[config.mk]
export PLATFORM = sky130hd
export DESIGN_NAME = morse_character_encoder_core
export DESIGN_NICKNAME = d
export VERILOG_FILES = /design/src/rtl/core/morse_pkg.sv /design/src/rtl/core/morse_character_encoder_core.sv /design/src/rtl/core/morse_lut.sv
export SDC_FILE = /design/constraint.sdc
export NUM_CORES = 1
export LEC_CHECK = 0
export BUFFER_PORTS_ARGS = -buffer_cell sky130_fd_sc_hd__buf_2
export CORE_MARGIN = 3
export CORE_UTILIZATION = 62
export CTS_CLUSTER_DIAMETER = 200
export DETAILED_ROUTE_END_ITERATION = 8
export PLACE_DENSITY = 0.79
export SLEW_MARGIN = 20
export SYNTH_ARGS = -nofsm -noshare
export SYNTH_HDL_FRONTEND = slang
export SYNTH_HIERARCHICAL = 1
export SYNTH_SLANG_ARGS = --single-unit
[constraint.sdc]
create_clock -name clock -period 5.1 [get_ports clock]
set_input_delay 0.51 -clock clock [delete_from_list [all_inputs] [get_ports clock]]
set_output_delay 0.51 -clock clock [all_outputs]
set_load 0.01 [all_outputs]
[src/rtl/core/morse_pkg.sv]
// Package for the Morse character encoder: symbol codes, code-table types
// and the character lookup function. No dependencies.
`default_nettype none

package morse_pkg;

   localparam int unsigned MaxElems = 7;
   localparam int unsigned LenWidth = 3;
   localparam int unsigned SymWidth = 2;

   typedef enum logic [SymWidth-1:0] {
      SYM_DOT  = 2'd0,
      SYM_DASH = 2'd1,
      SYM_GAP  = 2'd2,
      SYM_END  = 2'd3
   } symbol_type;

   typedef enum logic [1:0] {
      KIND_MARK,
      KIND_SPACE,
      KIND_UNKNOWN
   } kind_type;

   // pat holds the elements as written, right aligned, 1 = dash
   typedef struct packed {
      kind_type              kind;
      logic [LenWidth-1:0]   len;
      logic [MaxElems-1:0]   pat;
   } code_type;

   function automatic code_type mark(input logic [LenWidth-1:0] n,
                                     input logic [MaxElems-1:0] p);
      code_type c;
      c.kind = KIND_MARK;
      c.len  = n;
      c.pat  = p;
      return c;
   endfunction

   function automatic code_type code_lookup(input logic [7:0] ch);
      code_type c;
      c.kind = KIND_UNKNOWN;
      c.len  = 3'd3;
      c.pat  = '0;
      case (ch)
         "0":  c = mark(3'd5, 7'b11111);
         "1":  c = mark(3'd5, 7'b01111);
         "2":  c = mark(3'd5, 7'b00111);
         "3":  c = mark(3'd5, 7'b00011);
         "4":  c = mark(3'd5, 7'b00001);
         "5":  c = mark(3'd5, 7'b00000);
         "6":  c = mark(3'd5, 7'b10000);
         "7":  c = mark(3'd5, 7'b11000);
         "8":  c = mark(3'd5, 7'b11100);
         "9":  c = mark(3'd5, 7'b11110);
         "A":  c = mark(3'd2, 7'b01);
         "B":  c = mark(3'd4, 7'b1000);
         "C":  c = mark(3'd4, 7'b1010);
         "D":  c = mark(3'd3, 7'b100);
         "E":  c = mark(3'd1, 7'b0);
         "F":  c = mark(3'd4, 7'b0010);
         "G":  c = mark(3'd3, 7'b110);
         "H":  c = mark(3'd4, 7'b0000);
         "I":  c = mark(3'd2, 7'b00);
         "J":  c = mark(3'd4, 7'b0111);
         "K":  c = mark(3'd3, 7'b101);
         "L":  c = mark(3'd4, 7'b0100);
         "M":  c = mark(3'd2, 7'b11);
         "N":  c = mark(3'd2, 7'b10);
         "O":  c = mark(3'd3, 7'b111);
         "P":  c = mark(3'd4, 7'b0110);
         "Q":  c = mark(3'd4, 7'b1101);
         "R":  c = mark(3'd3, 7'b010);
         "S":  c = mark(3'd3, 7'b000);
         "T":  c = mark(3'd1, 7'b1);
         "U":  c = mark(3'd3, 7'b001);
         "V":  c = mark(3'd4, 7'b0001);
         "W":  c = mark(3'd3, 7'b011);
         "X":  c = mark(3'd4, 7'b1001);
         "Y":  c = mark(3'd4, 7'b1011);
         "Z":  c = mark(3'd4, 7'b1100);
         ".":  c = mark(3'd6, 7'b010101);
         ",":  c = mark(3'd6, 7'b110011);
         "?":  c = mark(3'd6, 7'b001100);
         "'":  c = mark(3'd6, 7'b011110);
         "!":  c = mark(3'd6, 7'b101011);
         "/":  c = mark(3'd5, 7'b10010);
         "(":  c = mark(3'd5, 7'b10110);
         ")":  c = mark(3'd6, 7'b101101);
         "&":  c = mark(3'd5, 7'b01000);
         ":":  c = mark(3'd6, 7'b111000);
         ";":  c = mark(3'd6, 7'b101010);
         "=":  c = mark(3'd5, 7'b10001);
         "+":  c = mark(3'd5, 7'b01010);
         "-":  c = mark(3'd6, 7'b100001);
         "_":  c = mark(3'd6, 7'b001101);
         "\"": c = mark(3'd6, 7'b010010);
         "$":  c = mark(3'd7, 7'b0001001);
         "@":  c = mark(3'd6, 7'b011010);
         " ": begin
            c.kind = KIND_SPACE;
            c.len  = 3'd1;
            c.pat  = '0;
         end
         default: begin
            c.kind = KIND_UNKNOWN;
            c.len  = 3'd3;
            c.pat  = '0;
         end
      endcase
      return c;
   endfunction

endpackage

`default_nettype wire

[src/rtl/core/morse_character_encoder_core.sv]
// Morse character encoder top level: accepts ASCII characters and emits
// their Morse symbols one beat at a time. Uses morse_pkg and morse_lut.
//
// Usage:
//  - req channel: one 8-bit ASCII character per beat. Lower case is folded.
//  - rsp channel: one symbol per beat (dot, dash, word gap, letter end);
//    rsp_last is high on the letter end that closes each character.
//  - A character with n elements (1 to 7) yields n + 1 beats. The looked-up
//    code is loaded into a 2-bit-per-element shift register and one element
//    leaves per cycle while the receiver does not stall.
//  - The first symbol goes from the shift register into the output register.
//  - One character at a time: req_ready is low from acceptance until the
//    letter end has been registered on the output.
//  - Receiver stall: the output register holds its beat and the shifter
//    waits; nothing is lost or repeated.
//  - Reset (synchronous): clears the busy flag and the output valid.
`default_nettype none

module morse_character_encoder_core (
   input  wire logic       clock,
   input  wire logic       reset,
   input  wire logic       req_valid,
   output logic            req_ready,
   input  wire logic [7:0] req_character,
   output logic            rsp_valid,
   input  wire logic       rsp_ready,
   output logic [1:0]      rsp_symbol,
   output logic            rsp_last
);

   localparam int unsigned RowWidth = morse_pkg::MaxElems * morse_pkg::SymWidth;

   logic [morse_pkg::LenWidth-1:0] lut_len;
   logic [RowWidth-1:0]            lut_syms;

   logic                           busy_ff, busy_in;
   logic [morse_pkg::LenWidth-1:0] cnt_ff, cnt_in;
   logic [RowWidth-1:0]            sym_ff, sym_in;
   logic                           rsp_valid_ff, rsp_valid_in;
   logic [1:0]                     rsp_symbol_ff, rsp_symbol_in;
   logic                           rsp_last_ff, rsp_last_in;
   logic                           step;

   morse_lut u_lut (
      .character (req_character),
      .len       (lut_len),
      .syms      (lut_syms)
   );

   assign req_ready  = !busy_ff;
   assign rsp_valid  = rsp_valid_ff;
   assign rsp_symbol = rsp_symbol_ff;
   assign rsp_last   = rsp_last_ff;

   assign step = busy_ff && (!rsp_valid_ff || rsp_ready);

   always_comb begin
      busy_in       = busy_ff;
      cnt_in        = cnt_ff;
      sym_in        = sym_ff;
      rsp_valid_in  = rsp_valid_ff;
      rsp_symbol_in = rsp_symbol_ff;
      rsp_last_in   = rsp_last_ff;

      if (req_valid && !busy_ff) begin
         busy_in = 1'b1;
         cnt_in  = lut_len;
         sym_in  = lut_syms;
      end

      if (step) begin
         rsp_valid_in = 1'b1;
         if (cnt_ff != '0) begin
            rsp_symbol_in = sym_ff[1:0];
            rsp_last_in   = 1'b0;
            sym_in        = sym_ff >> morse_pkg::SymWidth;
            cnt_in        = cnt_ff - 3'd1;
         end else begin
            rsp_symbol_in = morse_pkg::SYM_END;
            rsp_last_in   = 1'b1;
            busy_in       = 1'b0;
         end
      end else if (rsp_ready) begin
         rsp_valid_in = 1'b0;
      end
   end

   always_ff @(posedge clock) begin
      if (reset) begin
         busy_ff      <= 1'b0;
         rsp_valid_ff <= 1'b0;
      end else begin
         busy_ff      <= busy_in;
         rsp_valid_ff <= rsp_valid_in;
      end
   end

   always_ff @(posedge clock) begin
      cnt_ff        <= cnt_in;
      sym_ff        <= sym_in;
      rsp_symbol_ff <= rsp_symbol_in;
      rsp_last_ff   <= rsp_last_in;
   end

endmodule

`default_nettype wire

[src/rtl/core/morse_lut.sv]
// Character lookup: case folding, table lookup and expansion into a row of
// 2-bit symbols, first element in the low bits. Uses morse_pkg.
`default_nettype none

module morse_lut (
   input  wire logic [7:0]                                              character,
   output logic [morse_pkg::LenWidth-1:0]                               len,
   output logic [morse_pkg::MaxElems*morse_pkg::SymWidth-1:0]           syms
);

   logic [7:0]          folded;
   morse_pkg::code_type code;
   logic [2:0]          idx [morse_pkg::MaxElems];

   always_comb begin
      if (character >= "a" && character <= "z") begin
         folded = character - 8'd32;
      end else begin
         folded = character;
      end
   end

   assign code = morse_pkg::code_lookup(folded);
   assign len  = code.len;

   always_comb begin
      syms = '0;
      for (int i = 0; i < morse_pkg::MaxElems; i++) begin
         idx[i] = 3'(code.len - 3'(i) - 3'd1);
         case (code.kind)
            morse_pkg::KIND_SPACE: begin
               syms[i*2 +: 2] = (i == 0) ? morse_pkg::SYM_GAP : morse_pkg::SYM_DOT;
            end
            morse_pkg::KIND_UNKNOWN: begin
               syms[i*2 +: 2] = (i == 1) ? morse_pkg::SYM_DOT : morse_pkg::SYM_GAP;
            end
            default: begin
               if (3'(i) < code.len && code.pat[idx[i]]) begin
                  syms[i*2 +: 2] = morse_pkg::SYM_DASH;
               end else begin
                  syms[i*2 +: 2] = morse_pkg::SYM_DOT;
               end
            end
         endcase
      end
   end

endmodule

`default_nettype wire
==> flow_summary.yaml, run 1 <==
status:
  status: "completed"
yosys:
  synth_seq_cells: 22
  ys.flop_type: "dfxtp_1"
  synth_top_family_by_area: "compound AO/OA/AOI/OAI gates"
  yosys.area.top_type: "dfxtp_1"
  synth-compound-area-share: 0.227
  seq_area_frac_synth: 0.170
  ys.warnings.count: 6
  synth_mux_area_frac: 0.192
  synthTopCellsByArea: "dfxtp_1 14%, ha_1 9.0%, mux2_4 7.6%, mux2_2 4.9%, mux2i_1 4.3%"
  syn_inst: 329
  syn_area_um2: 2770
  synth_common_cells: "25 x nor2_1, 20 x ha_1"
  synth_simple_gate_area_frac: 0.214
  synth_edf_count: 3
  synthXorXnorAreaFrac: 0.0154
  synth_adder_area_share: 0.0903
  synth_top_area_share: 0.137
  synth-async-reset-ratio: 0
  synth_nets: 361
  postSynthAreaPerCell_um2: 8.42
  yosysMostFrequentCell: "nor2_1"
  netlist-cell-type-count: 74
floorplanning:
  io_pins: 17
  rows: 23
  coreArea_um2: 4140
  dieWidth_um: 72.8
  dieArea_um2: 5310
  fp.dieH_um: 72.8
  start_util: 0.668
worst_setup_path:
  crit_buf_inv: 3
  crit_fanout: 19
  crit_required_ps: 5260
  reg2reg_from: "cnt_ff[0]"
  crit_arrival_ps: 4290
  start_kind: "input pin"
  crit_start: "req_character[1]"
  cp_cell_sequence: "buf_2, inv_1, ha_1, or2_1, a21oi_1, or4_4, o22ai_2, inv_1, ha_1, o21ai_0, o32ai_1, and3_1, o2111a_1, mux2_2, mux2_2"
  crit_type: "input pin to flip-flop"
  crit_path_max_incr_delay_ps: 470
  endpoint_kind: "flip-flop"
  slowest_stage: "or4_4"
  cpLargestDelayFamily: "compound AO/OA/AOI/OAI gates"
detailed_routing:
  drcViolationCount: 0
  vias: 2474
  dr.first_iter.drc_count: 289
  wl_per_cell_um: 17.1
  ant_nets: 0
  wl_mm: 6.40
  vias_per_cell: 6.60
  drt_first_pass_iters: 5
sta:
  setup_viol: 0
  rsz0062_at_grt: "no"
  skew_ps: 2.67
  setup_tns_ps: 0
  hold_violations: 0
  worst-slew-pin-transition_ps: 815
  max-slew-margin-rel: 0.455
  post-route-period-util: 0.811
  drv_slew: 0
  fmax_mhz: 242
  fin_crit_ps: 4140
placement:
  dpl.cell_count: 371
  dp_hpwl_mm: 4.65
  port_buffers: 16
  gp_congestion: 0.924
clock_network:
  cts_root_buf: "clkbuf_8"
  cts.sinks: 22
  htree_levels: 1
  numCtsBuffers: 3
  clock_latency_ps: 260
  hold_buffers: 0
  cts_setup_buffers: 0
  cts_tree: "yes"
  cts-resized-gates: 0
  clk_pin_slew_ps: 80
  clockBufferDepth: 2
finish:
  drive_above_1_share: 0.222
  fin_util: 0.680
  n_antenna_cell: 0
  fin_cells: 375
  syn_to_final_growth_pct: 1.76
  final_nets: 358
power_and_ir_drop:
  pwr-share-comb: 0.432
  totalPowerFinal_mw: 0.716
  p_leak_nw: 1.17
  p_sw_frac: 0.342
  clkPwrFrac: 0.228
  p_switching_mw: 0.245
  p_int_mw: 0.472
  ir_drop_uv: 243
  p_per_area_nw_per_um2: 254
  p_seq_frac: 0.341
grt:
  grt_pass1_wl_mm: 10.6
  grt_max_degree: 45
  overflow: 0
  grt_use_total: 0.250
  grt_pass1_vias: 2129
  antenna_found_initial: 0
flow_run:
  drv_cap: 0
hold_path:
  hold_start: "reset"
  hold_class: "input pin to flip-flop"
-- state kept, by name (all words and copies together), names as in the netlist --
register,count
sym_ff,14
rsp_last,1
busy_ff,1
cnt_ff,3
rsp_valid,1
rsp_symbol,2
-- power by group through the flow --
stage	Clock, mW	Combinational (mW)	Sequential (mW)
after global routing	0.170	0.339	0.249
final	0.163	0.309	0.244
after detailed placement	0	0.302	0.247
after floorplan	0	0.255	0.242
after global placement	0	0.296	0.245
after CTS	0.167	0.305	0.244
-- worst paths after layout --
path          endpoint  slack (ps)  cells after the start
min reg2reg  sym_ff[1]         490                      1
max          sym_ff[2]         960                     15
max reg2reg  sym_ff[7]        2950                      5
min          rsp_valid         420                      2
-- area by class of cell --
| cell class | instances | area [um2] |
|---|---|---|
| Multi-Input combinational cell | 262 | 2050 |
| Fill cell | 348 | 1330 |
| Timing Repair Buffer | 17 | 87.6 |
| Clock buffer | 3 | 41.3 |
| Inverter | 20 | 75.1 |
| Tap cell | 50 | 62.6 |
| Clock inverter | 1 | 30.0 |
| Sequential cell | 22 | 470 |
-- cell families (layout without fill, tap and decap cells) --
group,Yosys count,after routing
compound gates,86,86
xor+xnor,4,4
fa+ha+maj,20,20
buf+inv,45,41
flops,22,22
mux,42,42
other cells,1,1
simple gates,109,109
-- metrics by stage --
step / setup WS [ps] / cell area [um2] / hold slack [ps]
after global placement: 891 / 2750 / 465
after CTS: 1020 / 2820 / 411
after global routing: 704 / 2820 / 421
after detailed placement: 773 / 2750 / 471
final: 962 / 2820 / 418
after floorplan: 1030 / 2770 / 452
-- routing by layer --
metal / track usage / wire [um] / vias to the layer above
li1: - / - / 1187
met2: 0.345 / 2690 / 128
met3: 0.0579 / 540 / 8
met4: 0.0369 / 50 / 0
met5: 0 / 0 / -
met1: 0.397 / 3120 / 1151
-- cell usage in the layout (no fill, tap or decap), drive strengths merged, types with 2 or more instances in the layout --
cell and count:
mux2 28, nor2 27, o21ai 21, ha 20, inv 20, a21oi 20
nand2 19, dfxtp 19, buf 17, mux2i 12, nor3 12, nand2b 12
nor2b 11, nand3 7, a211oi 5, a31oi 4, and2 4, clkbuf 3
edfxtp 3, o31ai 3, o32ai 3, and3 3, a221oi 3, nand4 3
xnor2 3, nand3b 3, o22ai 3, mux4 2, a22o 2, o21a 2
a22oi 2, o221a 2, o221ai 2, and2b 2, o311ai 2, or2 2
Power figures use the tool's default switching activity.
==> run 2: changes to the inputs <==
--- a/config.mk
+++ b/config.mk
@@ -7,10 +7,10 @@
 export LEC_CHECK = 0
 export BUFFER_PORTS_ARGS = -buffer_cell sky130_fd_sc_hd__buf_2
 export CORE_MARGIN = 3
-export CORE_UTILIZATION = 62
+export CORE_UTILIZATION = 56
 export CTS_CLUSTER_DIAMETER = 200
 export DETAILED_ROUTE_END_ITERATION = 8
-export PLACE_DENSITY = 0.79
+export PLACE_DENSITY = 0.75
 export SLEW_MARGIN = 20
 export SYNTH_ARGS = -nofsm -noshare
 export SYNTH_HDL_FRONTEND = slang
==> constraint.sdc (replaced) <==
create_clock -name clock -period 3.45 [get_ports clock]
set_input_delay 0.345 -clock clock [delete_from_list [all_inputs] [get_ports clock]]
set_output_delay 0.345 -clock clock [all_outputs]
set_load 0.01 [all_outputs]
==> flow_summary.yaml, run 2 (same netlist as run 1, synthesis figures left out) <==
sta:
  skew_ps: 5.22
  hold_violations: 0
  setup_viol: 0
  fmax_mhz: 312
  max-slew-margin-rel: 0.432
  post-route-period-util: 0.928
  rsz0062_at_grt: "no"
  fin_crit_ps: 3200
  hold_ws_ps: 253
  drv_slew: 0
  worst-slew-pin-transition_ps: 850
  setup_tns_ps: 0
detailed_routing:
  vias: 2582
  dr.first_iter.drc_count: 186
  drt_first_pass_iters: 5
  ant_nets: 0
  vias_per_cell: 6.02
  wl_per_cell_um: 15.9
  wl_mm: 6.83
  drcViolationCount: 0
flow_run:
  drv_cap: 0
finish:
  fin_util: 0.700
  layout_common_cells: "40 x buf_4, 25 x nor2_1, 19 x nand2_1, 19 x a21oi_1, 19 x dfxtp_1"
  final_nets: 397
  stdcell_area_um2: 3190
  largest_reg_flops: 14
  top_register: "sym_ff"
  final_common_cell: "buf_4"
  drive_above_1_share: 0.330
  fin_cells: 429
  syn_to_final_growth_pct: 15.3
  n_antenna_cell: 0
power_and_ir_drop:
  p_sw_frac: 0.350
  clkPwrFrac: 0.171
  p_seq_frac: 0.337
  ir_drop_uv: 324
  pwr-share-comb: 0.491
  p_int_mw: 0.690
  p_per_area_nw_per_um2: 332
  p_leak_nw: 1.36
  p_switching_mw: 0.372
worst_setup_path:
  crit_top_cell: "mux2_2"
  endpoint_kind: "flip-flop"
  crit_required_ps: 3600
  crit_type: "input pin to flip-flop"
  cp.depth: 16
  slowest_stage: "mux4_2"
  crit_arrival_ps: 3350
  reg2reg_from: "cnt_ff[0]"
  crit_start: "req_character[0]"
  rr_worst_depth: 5
  crit_fanout: 12
  start_kind: "input pin"
  cp_cell_sequence: "buf_2, buf_4, ha_1, inv_1, mux4_2, o32ai_4, a21oi_4, nor2_4, inv_2, ha_4, o21ai_0, o32ai_1, and3_1, o2111a_1, mux2_2, mux2_2"
  crit_buf_inv: 4
  crit_path_max_incr_delay_ps: 530
  cpLargestDelayFamily: "multiplexers"
floorplanning:
  dieArea_um2: 5830
  io_pins: 17
  coreArea_um2: 4560
  start_util: 0.607
  fp.dieH_um: 76.3
  dieWidth_um: 76.3
  rows: 24
clock_network:
  clk_pin_slew_ps: 80
  cts.sinks: 22
  clockBufferDepth: 2
  cts_setup_buffers: 0
  cts-resized-gates: 0
  cts_root_buf: "clkbuf_8"
  hold_buffers: 0
  cts_tree: "yes"
  htree_levels: 1
  numCtsBuffers: 3
  clock_latency_ps: 260
grt:
  grt_pass1_vias: 2477
  grt_use_total: 0.246
  antenna_found_initial: 0
  grt_pass1_wl_mm: 12.0
  overflow: 0
  grt_max_degree: 23
hold_path:
  hold_class: "input pin to flip-flop"
  whs_path_depth: 2
  hold_start: "reset"
placement:
  dpl.cell_count: 425
  port_buffers: 16
  placed_area_um2: 3140
  dp_hpwl_mm: 5.30
  gp_congestion: 0.936
status:
  status: "completed"
==> run 2: final cells by class <==
type / count / area [um2]
repair buffers: 56 / 380
inverters: 20 / 81.3
well taps: 65 / 81.3
fillers: 380 / 1370
clock buffers: 4 / 55.1
flip-flops and latches: 22 / 470
multi-input cells: 262 / 2120
==> run 2: per-layer routing <==
layer,share of wire,wire [um],GRT usage
met2,0.45,3090,0.384
met1,0.47,3180,0.358
met4,0.0095,65,0.0525
met5,0,0,0
met3,0.072,495,0.0355
==> run 2: power groups by stage <==
stage	Clock, mW	Sequential, mW	Combinational, mW
CTS	0.188	0.359	0.519
global placement	0	0.361	0.504
floorplan	0	0.357	0.396
global route	0.205	0.366	0.574
finish	0.182	0.358	0.521
detailed placement	0	0.364	0.516
==> run 2: worst reg2reg max path, stage by stage, from the launching register on <==
cell and delay [ps]:
dfxtp_1 360, inv_1 70, ha_1 210, nand2b_1 220
nand3_1 650, mux2_4 530
==> run 2: path summary, 6_finish.rpt <==
kind,to,slack (ps)
max,sym_ff[2],250
min reg2reg,sym_ff[10],490
min,rsp_valid,250
max reg2reg,sym_ff[6],1300
==> run 2: through the flow <==
| step | setup WS, ps | power [mW] |
|---|---|---|
| after floorplan | 5.33 | 0.753 |
| after global placement | 17.0 | 0.865 |
| after detailed placement | -19.7 | 0.880 |
| after CTS | 255 | 1.07 |
| after global routing | 62.0 | 1.15 |
| final | 247 | 1.06 |
